`src/design/bffa_pkg.sv`:
```
// ----------------------------------------------------------------------------
// bffa_pkg
// Shared constants and types of the zone bitmap allocator.
// ----------------------------------------------------------------------------
package bffa_pkg;

    localparam int ZONE_W    = 16;
    localparam int COUNT_W   = 13;
    localparam int POS_W     = 6;
    localparam int CFG_IDX_W = 1;

    localparam logic [1:0] STATUS_OK    = 2'd0;
    localparam logic [1:0] STATUS_FULL  = 2'd1;
    localparam logic [1:0] STATUS_RANGE = 2'd2;

    localparam logic REQ_ALLOC   = 1'b0;
    localparam logic REQ_RELEASE = 1'b1;

    localparam logic [CFG_IDX_W-1:0] CFG_FIRST_ZONE = 1'd0;
    localparam logic [CFG_IDX_W-1:0] CFG_ZONE_COUNT = 1'd1;

    typedef struct packed {
        logic [ZONE_W-1:0] word;
        logic [POS_W-1:0]  pos;
    } split_t;

endpackage

```
`src/design/bffa_bit_split.sv`:
```
// ----------------------------------------------------------------------------
// bffa_bit_split
// Split a bit index into word address and bit position, with a registered result.
// ----------------------------------------------------------------------------
module bffa_bit_split import bffa_pkg::*; #(
    parameter int WORD_BITS = 32
) (
    input  logic              clk,
    input  logic              rst_n,
    input  logic              start,
    input  logic [ZONE_W-1:0] bidx,
    output logic              done,
    output split_t            res
);

    localparam int SH     = 24;
    localparam int RECIP  = (1 << SH) / WORD_BITS;
    localparam int PROD_W = ZONE_W + SH;

    logic [PROD_W-1:0] prod;
    logic [ZONE_W-1:0] q_reg;
    logic              v1_reg;
    logic              done_reg;
    split_t            res_reg;
    logic [ZONE_W-1:0] qw;
    logic [ZONE_W-1:0] rem;
    logic [ZONE_W-1:0] wb;

    assign wb   = ZONE_W'(WORD_BITS);
    assign prod = PROD_W'(bidx) * PROD_W'(RECIP);
    assign qw   = q_reg * wb;
    assign rem  = bidx - qw;

    always_ff @(posedge clk or negedge rst_n)
    begin
        if (!rst_n)
        begin
            q_reg    <= '0;
            v1_reg   <= 1'b0;
            done_reg <= 1'b0;
            res_reg  <= '0;
        end
        else
        begin
            v1_reg   <= start;
            done_reg <= v1_reg;
            q_reg    <= ZONE_W'(prod >> SH);
            if (rem >= wb)
            begin
                res_reg.word <= q_reg + ZONE_W'(1);
                res_reg.pos  <= POS_W'(rem - wb);
            end
            else
            begin
                res_reg.word <= q_reg;
                res_reg.pos  <= POS_W'(rem);
            end
        end
    end

    assign done = done_reg;
    assign res  = res_reg;

endmodule

```
`config.mk`:
```
export PLATFORM = sky130hd
export DESIGN_NAME = bffa_bit_split
export DESIGN_NICKNAME = d
export VERILOG_FILES = /design/src/design/bffa_pkg.sv /design/src/design/bffa_bit_split.sv
export SDC_FILE = /design/constraint.sdc
export NUM_CORES = 1
export LEC_CHECK = 0
export ABC_AREA = 1
export BUFFER_PORTS_ARGS = -buffer_cell sky130_fd_sc_hd__buf_2
export CAP_MARGIN = 25
export CORE_AREA = 2 2 73 75
export CTS_CLUSTER_DIAMETER = 200
export CTS_CLUSTER_SIZE = 10
export DETAILED_ROUTE_END_ITERATION = 10
export DIE_AREA = 0 0 75 77
export GPL_ROUTABILITY_DRIVEN = 0
export RECOVER_POWER = 50
export SETUP_SLACK_MARGIN = 0.15
export SLEW_MARGIN = 20
export SYNTH_ARGS = -nofsm -noshare
export SYNTH_HDL_FRONTEND = slang
export SYNTH_SLANG_ARGS = --single-unit
```
`constraint.sdc`:
```
create_clock -name clk -period 6.8 [get_ports clk]
set_input_delay 1.02 -clock clk [delete_from_list [all_inputs] [get_ports clk]]
set_output_delay 1.02 -clock clk [all_outputs]
set_load 0.005 [all_outputs]
```
---- Yosys cells after proc, flatten, opt, wreduce, memory -nomap -nowiden ----
Cells that the tools add are included.
cells by class
  bitwise gates (word level) .............. 0
  $mul .................................... 0
  muxes and demuxes ....................... 1
  reduce and logical (&&, ||, !) cells .... 0
  shift operators ......................... 0
  equal/unequal tests ..................... 0
  divide/modulo/power cells ............... 0
  order comparisons ....................... 1
  add/sub/neg operators ................... 3
operator list
  kind                   number
  $mux 22                1
  $ge 16x6->1 const B    1
  $sub 16x16->16         1
  $add 11x1->12 const B  1
  $sub 6x6->6 const B    1
word-level totals
  RAM bits ................................ 0
  input port bits ......................... 19
  output and inout port bits .............. 23
  latch bits .............................. 0
  register bits after elaboration ......... 35
  memories ................................ 0
  logic and storage cells ................. 10
  bits in read-only memories .............. 0

---- Logic depth before layout (Yosys ltp) ----
  depth after elaboration ................. 3
  gate-level depth with buffers ........... 16
  mapped depth without buffers ............ 16

---- Worst setup path before layout ----
Ideal clock, no wire load.
  path type ............................... input -> register
  start point ............................. input port bidx[5]
  end point ............................... register res_reg (netlist bit res[6])
  setup time .............................. 126 ps
  buffers on the path ..................... 0
  data required time ...................... 6674 ps
  stages on the path ...................... 13
  arrival ................................. 2697 ps
  setup slack ............................. 3978 ps
  cells stage by stage .................... inv_1 -> ha_1 -> inv_1 -> fa_1 -> inv_1 -> nand2_1 -> a21oi_4 -> nand3_2 -> nor2_2 -> nand3_2 -> nor2_4 -> nand3_4 -> xor2_1
on the way
  longest elaborated chain between the ends .. 3
RTL lines
  element             line                  source
  start: declaration  bffa_bit_split.sv:11  input logic [ZONE_W-1:0] bidx,
  $sub 16x16->16      bffa_bit_split.sv:32  assign rem = bidx - qw;
  $ge 16x6->1         bffa_bit_split.sv:48  if (rem >= wb)
  $mux 22             bffa_bit_split.sv:48
  end: declaration    bffa_bit_split.sv:24  split_t res_reg;
Every way passes these cells.

---- Final worst setup path ----
Ends and elaborated chain as after synthesis.

==> impl_metrics.csv <==
group,metric,value,unit
floorplan,die-area,5775,um2
synth,synth_top_family_by_area,"simple AND/OR/NAND/NOR gates",
detailed_routing,firstDrtPassIters,4,
placement,io_buffers,37,
clocking,cts_setup_buffers,0,
clocking,cts-htree-levels,2,
synth,synth_area_leaders,"dfrtp_1 40%, nand2_1 17%, inv_1 7.4%, ha_1 7.2%, nand4_1 4.2%",
placement,hpwl,3337,um
worst_setup_path,cp-end-kind,"flop",
synth,yosysWarnings,0,
detailed_routing,post_drt_wl_per_cell,11.24,um
synth,synth_cells,247,
outcome,status,"complete, but fails checks",
layout,multi_input_area,983.4,um2
detailed_routing,ant_nets,0,
layout,area_growth,17.69,%
power_and_ir_drop,p_per_area,201.6,nW/um2
global_route,grt_max_degree,32,
power_and_ir_drop,p_leak,0.001222,uW
worst_setup_path,startpoint_type,"primary input",
outcome,violations,"capacitance limit, slew limit",
floorplan,die_h,77,um
timing,worst_pin_slew,1.541,ns
floorplan,ios,42,
detailed_routing,vias,1633,
timing,post-route-period-util,41.96,%
global_route,grt_pass1_vias,1540,
detailed_routing,first_iter_violations,87,
timing,slew_headroom,-2.727,%
worst_setup_path,crit_path_cell_trace,"buf_2, inv_1, ha_1, inv_1, fa_1, inv_1, nand2_1, a21oi_4, nand3_2, nor2_2, nand3_2, nor2_4, nand3_4, xor2_1",
timing,rsz0062_at_grt,"no",
min_path,whs_path_depth,0,
global_route,gr-total-overflow,0,
clocking,root_buffer,"clkbuf_8",
worst_setup_path,critPathArrivalTime,3.01,ns
synth,synth_area_leader_cell,"dfrtp_1",
layout,n_antenna_cell,0,
layout,fill_cells,525,
global_route,grt_pass1_wl,6886,um
worst_setup_path,cp_max_fo,10,
floorplan,initial_core_util,38.66,%
floorplan,die_width,75,um
timing,hold_viol,0,
layout,seq_area,775.7,um2
synth,synth_compound_area_share,1.886,%
layout,fin_util,45.50,%
synth,synth_area,1924,um2
worst_setup_path,rrSetupSlack,4.32,ns
clocking,clock_latency,0.28,ns
timing,worst_slack,3.947,ns
synth,synth_simple_gate_area_share,36.15,%
synth,yosysUniqueCellTypes,23,
clocking,cts_hold_buffers,0,
global_route,grt_usage,15.79,%
clocking,clk_path_buf_depth,2,
clocking,path_clk_slew,0.06,ns
timing,setup_viol,0,
worst_setup_path,cp_slowest_cell,"fa_1",
timing,skew,0.004896,ns
layout,nets,321,
synth,synth_seq_area_share,40.31,%
power_and_ir_drop,irDropWorstVdd,91.28,uV
detailed_routing,routed_wl,4056,um
timing,finalSetupTns,0,ns
synth,avgSynthCellArea,7.791,um2
run,drv_cap,1,
clocking,cts_sinks,31,
layout,largest_reg_flops,18,
clocking,ctsResizeCount,0,
synth,synth-seq-cells,31,
detailed_routing,drc,0,
worst_setup_path,cp.required,6.96,ns
worst_setup_path,r2r_cells,12,
layout,drive_above_1_share,16.84,%
timing,fin_crit,2.853,ns
detailed_routing,viasPerCell,4.524,
clocking,cts_tree,"yes",
synth,synth-adder-area-share,8.192,%
clocking,cts_made_buffers,5,
floorplan,fp-row-count,26,
worst_setup_path,cpMostUsedCell,"inv_1",
global_route,antenna_found_initial,0,
timing,drv_slew,32,
min_path,hp-class,"reg2reg",
synth,synthXorXnorAreaFrac,4.096,%
worst_setup_path,critPathKind,"in2reg",
worst_setup_path,timing.critical_path.slowest_cell_delay,0.44,ns
floorplan,core_area,4977,um2
synth,synthMuxAreaShare,0,%
timing,max_freq,0.3505,GHz
synth,synth_top_cell_area_share,40.31,%
placement,post-place-ws,3.673,ns
==> final cells by class <==
| type | instances | share of cell area, % |
|---|---|---|
| clock buffers | 8 | 4.420 |
| inverters | 39 | 6.464 |
| multi-input cells | 176 | 43.43 |
| flip-flops and latches | 31 | 34.25 |
| well taps | 70 | 3.867 |
| repair buffers | 37 | 7.569 |
==> report_power, final <==
part | leakage, uW | internal [uW] | switching (uW)
registers | 0.000364 | 195 | 5.87
clock network | 0.0000515 | 92.1 | 60.7
logic | 0.000807 | 35.9 | 67.0
total | 0.00122 | 323 | 134
==> cells in the mapped netlist, drive strengths merged <==
cell and count:
buf 4, a21oi 5, nand2 89, ha 11
nor3 4, conb 1, xor2 8, nand4 14
dfrtp 31, nand3b 2, nand3 18, xnor2 1
fa 1, nor2 19, inv 39
==> per-stage QoR <==
step | power [uW] | instance area [um2] | cells | hold slack, ns
after floorplan | 277.6 | 1936 | 250 | 0.3312
after global placement | 307.7 | 2178 | 353 | 0.3338
after detailed placement | 308.5 | 2178 | 353 | 0.3364
after CTS | 463.2 | 2278 | 361 | 0.3494
after global routing | 486.8 | 2265 | 361 | 0.3586
final | 456.7 | 2265 | 361 | 0.3471
==> final timing paths <==
path / from / end
min in group asynchronous: rst_n / res[7]$_DFF_PN0_
min: v1_reg$_DFF_PN0_ / done$_DFF_PN0_
min reg2reg: v1_reg$_DFF_PN0_ / done$_DFF_PN0_
max reg2reg: q_reg[0]$_DFF_PN0_ / res[6]$_DFF_PN0_
max: bidx[5] / res[6]$_DFF_PN0_
max in group asynchronous: rst_n / res[13]$_DFF_PN0_
==> logic make-up (layout without fill, tap and decap cells) <==
family,Yosys count,after routing
AO/OA/AOI/OAI,5,5
other,1,4
flip-flops,31,31
buffers and inverters,43,84
adder cells (fa/ha/maj),12,12
AND/OR/NAND/NOR,146,146
XOR/XNOR,9,9
==> placed cells by master, fill, tap and decap left out <==
master    netlist  routed
a21oi_1         4       4
a21oi_4         1       1
buf_2           0      26
clkbuf_1        0      12
clkbuf_8        0       7
conb_1          1       4
dfrtp_1        31      31
fa_1            1       1
ha_1           11      11
inv_1          38      38
inv_2           1       1
nand2_1        85      85
nand2_2         4       4
nand3_1        15      15
nand3_2         2       2
nand3_4         1       1
nand3b_1        2       2
nand4_1        13      13
nand4_4         1       1
nor2_1         13      13
nor2_2          3       3
nor2_4          3       3
nor3_1          4       4
xnor2_1         1       1
xor2_1          8       8
==> routing by layer <==
metal | vias to the layer above | track usage, % | wire [um]
met1 | 741 | 18.51 | 1750
met3 | 8 | 3.285 | 138
li1 | 854 | - | -
met4 | 0 | 8.214 | 109
met5 | - | 0 | 0
met2 | 30 | 26.32 | 2057
==> worst max-delay path, delay by kind of cell <==
kind / cells / cell delay [ns]
buf+inv: 4 / 0.33
simple gates: 6 / 0.56
xor+xnor: 1 / 0.16
fa+ha+maj: 2 / 0.62
compound gates: 1 / 0.30
No activity file was read; power rests on OpenSTA's default activity.
