==> src/design/bffa_pkg.sv <==
// ----------------------------------------------------------------------------
// bffa_pkg
// Shared constants and types of the zone bitmap allocator.
// ----------------------------------------------------------------------------
package bffa_pkg;

    localparam int ZONE_W    = 16;
    localparam int COUNT_W   = 13;
    localparam int POS_W     = 6;
    localparam int CFG_IDX_W = 1;

    localparam logic [1:0] STATUS_OK    = 2'd0;
    localparam logic [1:0] STATUS_FULL  = 2'd1;
    localparam logic [1:0] STATUS_RANGE = 2'd2;

    localparam logic REQ_ALLOC   = 1'b0;
    localparam logic REQ_RELEASE = 1'b1;

    localparam logic [CFG_IDX_W-1:0] CFG_FIRST_ZONE = 1'd0;
    localparam logic [CFG_IDX_W-1:0] CFG_ZONE_COUNT = 1'd1;

    typedef struct packed {
        logic [ZONE_W-1:0] word;
        logic [POS_W-1:0]  pos;
    } split_t;

endpackage

==> src/design/bffa_first_clear.sv <==
// ----------------------------------------------------------------------------
// bffa_first_clear
// Find the lowest clear bit of a map word inside the allocatable range.
// ----------------------------------------------------------------------------
module bffa_first_clear import bffa_pkg::*; #(
    parameter int WORD_BITS = 32
) (
    input  logic [WORD_BITS-1:0] data,
    input  logic [COUNT_W-1:0]   lim,
    input  logic                 base_zero,
    output logic                 found,
    output logic [POS_W-1:0]     pos
);

    logic [WORD_BITS-1:0] cand;

    always_comb
    begin
        for (int p = 0; p < WORD_BITS; p++)
        begin
            cand[p] = !data[p] && (COUNT_W'(p) <= lim);
        end
        if (base_zero)
        begin
            cand[0] = 1'b0;
        end
        found = |cand;
        pos   = '0;
        for (int p = WORD_BITS - 1; p >= 0; p--)
        begin
            if (cand[p])
            begin
                pos = POS_W'(p);
            end
        end
    end

endmodule

==> config.mk <==
export PLATFORM = sky130hd
export DESIGN_NAME = bffa_first_clear
export DESIGN_NICKNAME = d
export VERILOG_FILES = /design/src/design/bffa_pkg.sv /design/src/design/bffa_first_clear.sv
export SDC_FILE = /design/constraint.sdc
export NUM_CORES = 1
export LEC_CHECK = 0
export ABC_AREA = 0
export ABC_CLOCK_PERIOD_IN_PS = 3120
export BUFFER_PORTS_ARGS = -buffer_cell sky130_fd_sc_hd__buf_4
export CAP_MARGIN = 0
export CORE_MARGIN = 3
export CORE_UTILIZATION = 50
export DETAILED_ROUTE_END_ITERATION = 8
export PLACE_DENSITY = 0.83
export SETUP_SLACK_MARGIN = 0.05
export SYNTH_ARGS = -nofsm -noshare
export SYNTH_HDL_FRONTEND = slang
export SYNTH_SLANG_ARGS = --single-unit
==> constraint.sdc <==
create_clock -name vclk -period 3.12
set_input_delay 0.468 -clock vclk [all_inputs]
set_output_delay 0.468 -clock vclk [all_outputs]
set_load 0.1 [all_outputs]
After elaboration in Yosys (flattened, before gate mapping)
Cells that the tools add are included.
Widths: inputs -> output; s select.
{ "classes": {"reduce_logical": 65, "n_lt_le_gt_ge": 32, "mux": 33} }
{ "ops": {"columns": ["cell", "count"], "rows": [
  ["$le 5x13->1 const A", 16],
  ["$mux 6", 31],
  ["$le 4x13->1 const A", 8],
  ["$le 3x13->1 const A", 4],
  ["$logic_and 1x1->1", 32],
  ["$logic_not 1->1", 32],
  ["$reduce_or 32->1", 1],
  ["$le 1x13->1 const A", 2],
  ["$le 2x13->1 const A", 2],
  ["$mux 5", 1],
  ["$mux 1", 1]
]} }
{ "totals": {"register_bits": 0, "out_inout_bits": 7, "wordCells": 130, "in_bits": 46} }

Depth between registers and ports, before layout
Gate-level depths: netlist of the first run.
{ "logic_depth": {"word_depth": 34, "depth_mapped": 9, "mapped_depth_nobuf": 7} }

Worst setup path before layout of the first run
Ideal clock, no wire load.
{ "synth_path": {"path_kind": "input port to output port", "startpoint": "input port lim[11]", "endpoint": "output port pos[0]", "arrival_time_ns": 4.032, "required_ns": 2.652, "slack_ns": -1.380, "path_stages": 8, "path_buffers": 2, "path_cell_list": "or4_1 > buf_6 > nor3_4 > buf_4 > o211ai_1 > a21oi_1 > o211ai_1 > o21ai_0"} }
{ "synth_between": {"elab_chain_len": 34, "elab_cells_between_ends": 97, "classes_between": "32 x order compare; 33 x mux; 32 x reduce/logical"} }
{ "synth_lines": {"columns": ["element", "line", "source"], "rows": [
  ["start, declared", "bffa_first_clear.sv:9", "input logic [COUNT_W-1:0] lim,"],
  ["$le 5x13->1", "bffa_first_clear.sv:21", "cand[p] = !data[p] && (COUNT_W'(p) <= lim);"],
  ["$logic_and 1x1->1", "bffa_first_clear.sv:21", null],
  ["$mux 5", "bffa_first_clear.sv:31", "if (cand[p])"],
  ["$mux 6 (30 in series)", "bffa_first_clear.sv:31", null],
  ["$mux 6 *", "bffa_first_clear.sv:31", null],
  ["end, declared", "bffa_first_clear.sv:12", "output logic [POS_W-1:0] pos"]
]} }
Every way passes the cells marked *; elsewhere a longest branch is shown, timed or not.

Worst setup path after layout of the first run
{ "layout_path": {"startpoint": "input port lim[11]", "endpoint": "output port pos[2]"} }
Same word-level chain as after synthesis.

==> flow_summary.yaml, run 1 <==
global_routing:
  use_met1: 0.436
  grt_max_degree: 22
  overflow: 0
  grt_pass1_vias: 1765
  top_usage_layer: "met2"
  track_usage: 0.385
  gr-usage-met2: 0.663
  grt_pass1_wl_um: 8150
  use_met3: 0.0704
  grt_antenna_before_repair: 0
worst_hold_path:
  hold_class: "input pin to output port"
sta:
  max_freq_mhz: 308
  hold_violations: 0
  finalCriticalPeriod_ns: 3.24
  rsz0062_at_grt: "true"
  fin_hold_ws_ns: 1.54
  setup_ws_ns: -0.124
  setup_viol: 6
  fin_setup_tns_ns: -0.469
  finalCritPeriodShare: 1.04
  drv_slew: 0
outcome:
  violations: "setup timing"
  status: "finished, violations left"
floorplanning:
  start_util: 0.545
  rows: 16
  die_h_um: 52.9
  core_mm2: 0.00202
  die_w_um: 52.9
  ios: 53
  die_area_mm2: 0.00280
synthesis:
  synthesis.nets: 218
  synth_cell_types: 52
  avgSynthCellArea_um2: 6.40
  ys_seq_area_frac: 0
  ys_warn_count: 0
  syn_area_mm2: 0.00110
  synth_cells: 172
placed_design:
  dp_slack_ns: -0.0768
  placedInstanceArea_mm2: 0.00169
  dp_hpwl_um: 3520
  port_buffers: 52
  gp_congestion: 0.969
route:
  drt-wirelength-per-cell_um: 27.1
  ant_nets: 0
  drtIter0Drc: 348
  drc: 0
  first_pass_iters: 6
  vias: 2119
  viasPerCell: 8.00
  drt_wl_total_um: 7180
critical_path:
  slowest_stage: "or4_4"
  cp.arrival_ns: 2.78
  crit_chain: "buf_6 > or4_4 > o41ai_2 > a21oi_1 > nor2_2 > nand3_1 > a31oi_4 > buf_12"
  worst-setup-path-type: "input pin to output port"
  crit_buf_inv: 2
  crit_fanout: 8
  start_kind: "input pin"
  cp-startpoint: "lim[11]"
  critical_path_required_ns: 2.65
  endpoint: "pos[2]"
  max_stage_delay_ns: 0.65
  worst-path-stages: 8
  path_delay_family: "simple AND/OR/NAND/NOR gates"
  crit_path_end_kind: "output port"
finish:
  final_cell_mix: "buf_4, o21ai_0, nand2_1"
  clock_buffers: 0
  diodes: 0
  design_area_mm2: 0.00196
  nets: 286
  regArea_um2: 0
  nFlopsAndLatches: 0
  fillers: 41
  areaGrowthSynthToFinish_pct: 77.6
  final_common_cell: "buf_4"
  layout-drive-gt1-share: 0.492
job:
  cap_violations: 0
power:
  fin_total_pwr_mw: 0.254
  vdd_drop_max_mv: 0.119
  power_density_mw_per_mm2: 130
  cellLeakagePower_nw: 0.839
clock_tree:
  ctsHoldBuffers: 0
[report_power, final]
| group | internal, mW | leakage [nW] | switching (mW) |
|---|---|---|---|
| Clock | 0 | 0 | 0 |
| Combinational | 0.100 | 0.839 | 0.153 |
| Sequential | 0 | 0 | 0 |
| Total | 0.100 | 0.839 | 0.153 |
[cells by family (layout without fill, tap and decap cells)]
kind of cell	after synthesis	in the layout	share of synthesized area
fa+ha+maj	3	3	0.0273
compound gates	81	81	0.517
other cells	1	1	0.00341
buf+inv	24	90	0.105
simple gates	63	63	0.348
[synth_stat cells, types with 2 or more instances]
| master | number | area [um^2] |
|---|---|---|
| nand2_1 | 16 | 60.1 |
| nor2_1 | 15 | 56.3 |
| o21ai_0 | 15 | 75.1 |
| a21oi_1 | 14 | 70.1 |
| a31oi_1 | 14 | 87.6 |
| inv_1 | 11 | 41.3 |
| clkbuf_1 | 6 | 22.5 |
| nor3_1 | 6 | 30.0 |
| o211ai_1 | 5 | 37.5 |
| a21o_1 | 4 | 30.0 |
| a22oi_1 | 4 | 30.0 |
| and2_1 | 3 | 18.8 |
| maj3_1 | 3 | 30.0 |
| nand3_1 | 3 | 15.0 |
| nor4_2 | 3 | 37.5 |
| o41ai_1 | 3 | 26.3 |
| a21boi_0 | 2 | 15.0 |
| buf_2 | 2 | 10.0 |
| buf_4 | 2 | 15.0 |
| buf_6 | 2 | 22.5 |
| nor2b_1 | 2 | 12.5 |
| o2111ai_1 | 2 | 17.5 |
| o221ai_1 | 2 | 17.5 |
| o22ai_1 | 2 | 12.5 |
| o31ai_1 | 2 | 15.0 |
| or3_1 | 2 | 12.5 |
| or4_1 | 2 | 15.0 |
[how the worst min path moves through the flow]
stage | to | cells after the start | start | slack, ns
floorplan | pos[2] | 3 | data[1] | 1.34
global placement | pos[0] | 5 | data[1] | 1.49
detailed placement | pos[0] | 5 | data[1] | 1.49
CTS | pos[0] | 5 | data[1] | 1.49
global route | pos[0] | 5 | data[1] | 1.54
finish | pos[0] | 5 | data[1] | 1.54
[repair_timing]
action	4_1_cts	5_1_grt
gates cloned	0	0
setup buffers	4	7
resized for setup	16	23
setup endpoints to repair	5	6
pin swaps	7	15
[per-layer routing]
| metal | wire length [um] | share of wire |
|---|---|---|
| met2 | 3070 | 0.43 |
| met3 | 1080 | 0.15 |
| met5 | 0 | 0 |
| met4 | 797 | 0.11 |
| met1 | 2230 | 0.31 |
[metrics by stage]
stage	std cells	utilization
2_1_floorplan	172	-
3_3_place_gp	254	0.837
3_5_place_dp	254	0.837
4_1_cts	258	0.887
5_1_grt	265	0.967
6_report	265	0.967
[layout make-up]
type,count,area (um^2),area share
Multi-Input combinational cell,148,1190,0.607
Tap cell,27,33.8,0.0173
Timing Repair Buffer,79,693,0.354
Inverter,11,41.3,0.0211
Power figures use the tool's default switching activity.
==> run 2, diff against run 1 <==
- ABC_CLOCK_PERIOD_IN_PS: 3120 -> 2900
- CELL_PAD_IN_SITES_DETAIL_PLACEMENT: not set -> 2
- CELL_PAD_IN_SITES_GLOBAL_PLACEMENT: not set -> 2
- CORE_UTILIZATION: 50 -> 22
- PLACE_DENSITY: 0.83 -> 0.77
- clock period: 3.12 -> 2.9 ns (I/O delays scaled with it)
==> run 2 against run 1 <==
  * The run still ends with setup timing left
  * Hold slack worse by 0.046 ns
  * Global-route usage is 13 points lower
  * Routed wire length is 23% higher
  * Design area is 25% higher
  * Largest power group unchanged
  * Combinational power is 29% higher
  * Largest cell class unchanged
  * Non-clock buffer count is 31 higher
  * Core utilization is 46 points lower
  * Highest routed layer unchanged
  * First-iteration DRC count is 66% lower
  * Clock-buffer cell count stayed put
  * Cell count is 27% higher
==> flow_summary.yaml, run 2 (synthesized netlist as in run 1, its figures left out) <==
placed_design:
  dp_slack_ns: -0.303
  dp_hpwl_um: 5230
  port_buffers: 52
  placedInstanceArea_mm2: 0.00199
  gp_congestion: 0.870
critical_path:
  start_kind: "input pin"
  critical_path_required_ns: 2.47
  worst-setup-path-type: "input pin to output port"
  crit_path_end_kind: "output port"
  crit_fanout: 6
  cp.arrival_ns: 2.71
floorplanning:
  die_area_mm2: 0.00589
  rows: 25
  core_mm2: 0.00479
  start_util: 0.230
  die_w_um: 76.7
  die_h_um: 76.7
  ios: 53
global_routing:
  use_met3: 0.0235
  grt_antenna_before_repair: 0
  overflow: 0
  grt_pass1_vias: 2099
  track_usage: 0.251
  use_met1: 0.309
  grt_pass1_wl_um: 11900
  top_usage_layer: "met2"
  grt_max_degree: 17
  gr-usage-met2: 0.463
sta:
  tightestPinTransition_ns: 0.491
  setup_viol: 6
  slew_headroom: 0.670
  hold_violations: 0
  setup_ws_ns: -0.241
  drv_slew: 0
  rsz0062_at_grt: "true"
  max_freq_mhz: 318
  finalCritPeriodShare: 1.08
  finalCriticalPeriod_ns: 3.14
finish:
  regArea_um2: 0
  layout-drive-gt1-share: 0.628
  diodes: 0
  nets: 317
  final_cell_mix: "buf_4, nand2_1, o21ai_0"
  nFlopsAndLatches: 0
  design_area_mm2: 0.00244
  final_common_cell: "buf_4"
  fillers: 524
  areaGrowthSynthToFinish_pct: 122
  clock_buffers: 0
route:
  drt-wirelength-per-cell_um: 26.2
  drtIter0Drc: 119
  viasPerCell: 5.92
  drt_wl_total_um: 8820
  ant_nets: 0
  first_pass_iters: 4
  drc: 0
  vias: 1990
job:
  cap_violations: 0
outcome:
  violations: "setup timing"
  status: "finished, violations left"
worst_hold_path:
  hold_class: "input pin to output port"
clock_tree:
  ctsHoldBuffers: 0
power:
  cellLeakagePower_nw: 1.07
  vdd_drop_max_mv: 0.0774
  power_density_mw_per_mm2: 134
## run 2: final cells by class
cell class / instances / area, um^2 / share of cell area
inverter: 11 / 41.3 / 0.0169
timing repair buffer: 110 / 967 / 0.396
tap: 67 / 83.8 / 0.0343
multi-input combinational: 148 / 1350 / 0.553
## run 2: worst paths after layout
path	startpoint	to	slack, ns	cells past startpoint
setup / recovery	lim[7]	pos[0]	-0.24	12
hold / removal	data[6]	pos[0]	1.49	4
## run 2: per-stage QoR
stage	std cells	TNS [ns]	hold WS, ns	utilization	total power, mW
final	336	-1.10	1.49	0.510	0.327
after global routing	336	-1.42	1.51	0.510	0.342
after CTS	329	-0.630	1.48	0.470	0.285
after detailed placement	321	-1.57	1.53	0.415	0.256
after global placement	321	-1.20	1.50	0.415	0.247
after floorplan	172	-0.499	1.27	-	0.131
## run 2: where the power goes
| part | internal (mW) | switching (mW) | leakage (nW) | total, mW |
|---|---|---|---|---|
| Combinational | 0.142 | 0.185 | 1.07 | 0.327 |
| Clock | 0 | 0 | 0 | 0 |
| Sequential | 0 | 0 | 0 | 0 |
## run 2: layer usage
layer | wire, um | part of all wire | vias to the layer above
li1 | - | - | 861
met1 | 3600 | 0.41 | 1011
met2 | 4330 | 0.49 | 88
met3 | 504 | 0.057 | 30
met4 | 384 | 0.044 | 0
met5 | 0 | 0 | -
## run 2: timing repair
| item | CTS | global route |
|---|---|---|
| setup endpoints to repair | 6 | 6 |
| pin swaps | 21 | 24 |
| resized for setup | 48 | 30 |
| setup buffers | 8 | 7 |
## run 2: critical path, cell delays in order
cell,delay (ns)
buf_4,0.12
buf_4,0.12
nor4_2,0.26
buf_4,0.20
a31oi_1,0.17
buf_4,0.19
a21oi_1,0.24
nor2_1,0.12
a21oi_1,0.33
a31oi_2,0.17
o21ai_4,0.17
buf_12,0.19
==> run 3, diff against run 2 <==
- ABC_CLOCK_PERIOD_IN_PS: 2900 -> 3100
- CORE_UTILIZATION: 22 -> 24
- PLACE_DENSITY: 0.77 -> 0.8
- clock period: 2.9 -> 3.1 ns (I/O delays scaled with it)
==> run 3 against run 2 <==
  * Combinational power shrank 12%
  * The flow still finishes with violations (setup timing)
  * Highest routed layer unchanged
  * Critical path depth shrank 1
  * Design area shrank 7.8%
  * Critical endpoint unchanged
  * Sequential share of layout area did not move
  * Via count shrank 3.8%
  * Core utilization is 0.31 points higher
  * First-iteration DRC count fell by 24%
  * Die area down 7.7%
  * Clock-buffer cell count is the same
==> flow_summary.yaml, run 3 (synthesized netlist as in run 1, its figures left out) <==
power:
  vdd_drop_max_mv: 0.0629
  cellLeakagePower_nw: 0.933
  power_density_mw_per_mm2: 128
global_routing:
  grt_pass1_wl_um: 11700
  grt_max_degree: 22
  use_met3: 0.0287
  track_usage: 0.285
  grt_pass1_vias: 2084
  gr-usage-met2: 0.534
  overflow: 0
  grt_antenna_before_repair: 0
  top_usage_layer: "met2"
  use_met1: 0.333
route:
  drc: 0
  ant_nets: 0
  drtIter0Drc: 91
  vias: 1914
  viasPerCell: 6.30
  drt-wirelength-per-cell_um: 29.0
  first_pass_iters: 4
  drt_wl_total_um: 8810
critical_path:
  worst-setup-path-type: "input pin to output port"
  crit_fanout: 5
  start_kind: "input pin"
  critical_path_required_ns: 2.63
  crit_path_end_kind: "output port"
  cp.arrival_ns: 2.77
clock_tree:
  ctsHoldBuffers: 0
sta:
  finalCriticalPeriod_ns: 3.23
  rsz0062_at_grt: "true"
  finalCritPeriodShare: 1.04
  tightestPinTransition_ns: 0.503
  drv_slew: 0
  max_freq_mhz: 309
  setup_viol: 6
  fin_setup_tns_ns: -0.352
  hold_violations: 0
  setup_ws_ns: -0.133
  slew_headroom: 0.663
finish:
  nFlopsAndLatches: 0
  nets: 300
  clock_buffers: 0
  areaGrowthSynthToFinish_pct: 104
  design_area_mm2: 0.00225
  regArea_um2: 0
  diodes: 0
  final_common_cell: "buf_4"
  final_cell_mix: "buf_4, buf_6, nand2_1"
  layout-drive-gt1-share: 0.603
floorplanning:
  rows: 24
  die_area_mm2: 0.00544
  core_mm2: 0.00438
  die_h_um: 73.7
  ios: 53
  die_w_um: 73.7
  start_util: 0.251
job:
  cap_violations: 0
outcome:
  status: "finished, violations left"
  violations: "setup timing"
placed_design:
  port_buffers: 52
  dp_slack_ns: -0.139
  placedInstanceArea_mm2: 0.00179
  gp_congestion: 0.905
  dp_hpwl_um: 4950
worst_hold_path:
  hold_class: "input pin to output port"
## run 3: changes by cell type in the layout (fill, tap and decap cells not counted), sizes merged
cell  delta
buf     -17
## run 3: per-stage QoR
stage               utilization  instances  hold slack (ns)  total power [mW]
finish                    0.513        304             1.49             0.289
global route              0.513        304             1.51             0.301
CTS                       0.476        300             1.48             0.249
floorplan                     -        172             1.33             0.121
detailed placement        0.407        286             1.51             0.218
global placement          0.407        286             1.48             0.208
## run 3: power by group
part | internal [mW] | switching [mW] | total (mW) | leakage, nW
clock network | 0 | 0 | 0 | 0
registers | 0 | 0 | 0 | 0
logic | 0.119 | 0.170 | 0.289 | 0.933
## run 3: what timing repair did
| action | CTS | global route |
|---|---|---|
| pin swaps | 22 | 28 |
| cloned | 1 | 0 |
| setup endpoints to repair | 6 | 6 |
| resized for setup | 44 | 33 |
| buffers inserted | 13 | 4 |
## run 3: path summary, 6_finish.rpt
path                  slack (ns)     from     end  depth (start not counted)
worst max-delay path       -0.13   lim[6]  pos[0]                         11
worst min-delay path        1.49  data[1]  pos[0]                          5
## run 3: worst max-delay path, cell delays in order
cell and delay [ns]:
buf_6 0.09, or4_4 0.58, buf_8 0.17, a211oi_4 0.25, o21bai_2 0.11, buf_4 0.15
nor2_2 0.21, o211ai_1 0.18, a31oi_2 0.26, o21ai_2 0.12, buf_12 0.18
## run 3: per-layer routing
layer / vias up / routed length [um]
met4: 0 / 269
met5: - / 0
li1: 828 / -
met1: 967 / 3310
met3: 20 / 445
met2: 99 / 4780
## run 3: cell type report
class	instances	area, um^2
fillers	468	2130
multi-input cells	148	1320
repair buffers	93	825
well taps	52	65.1
inverters	11	41.3
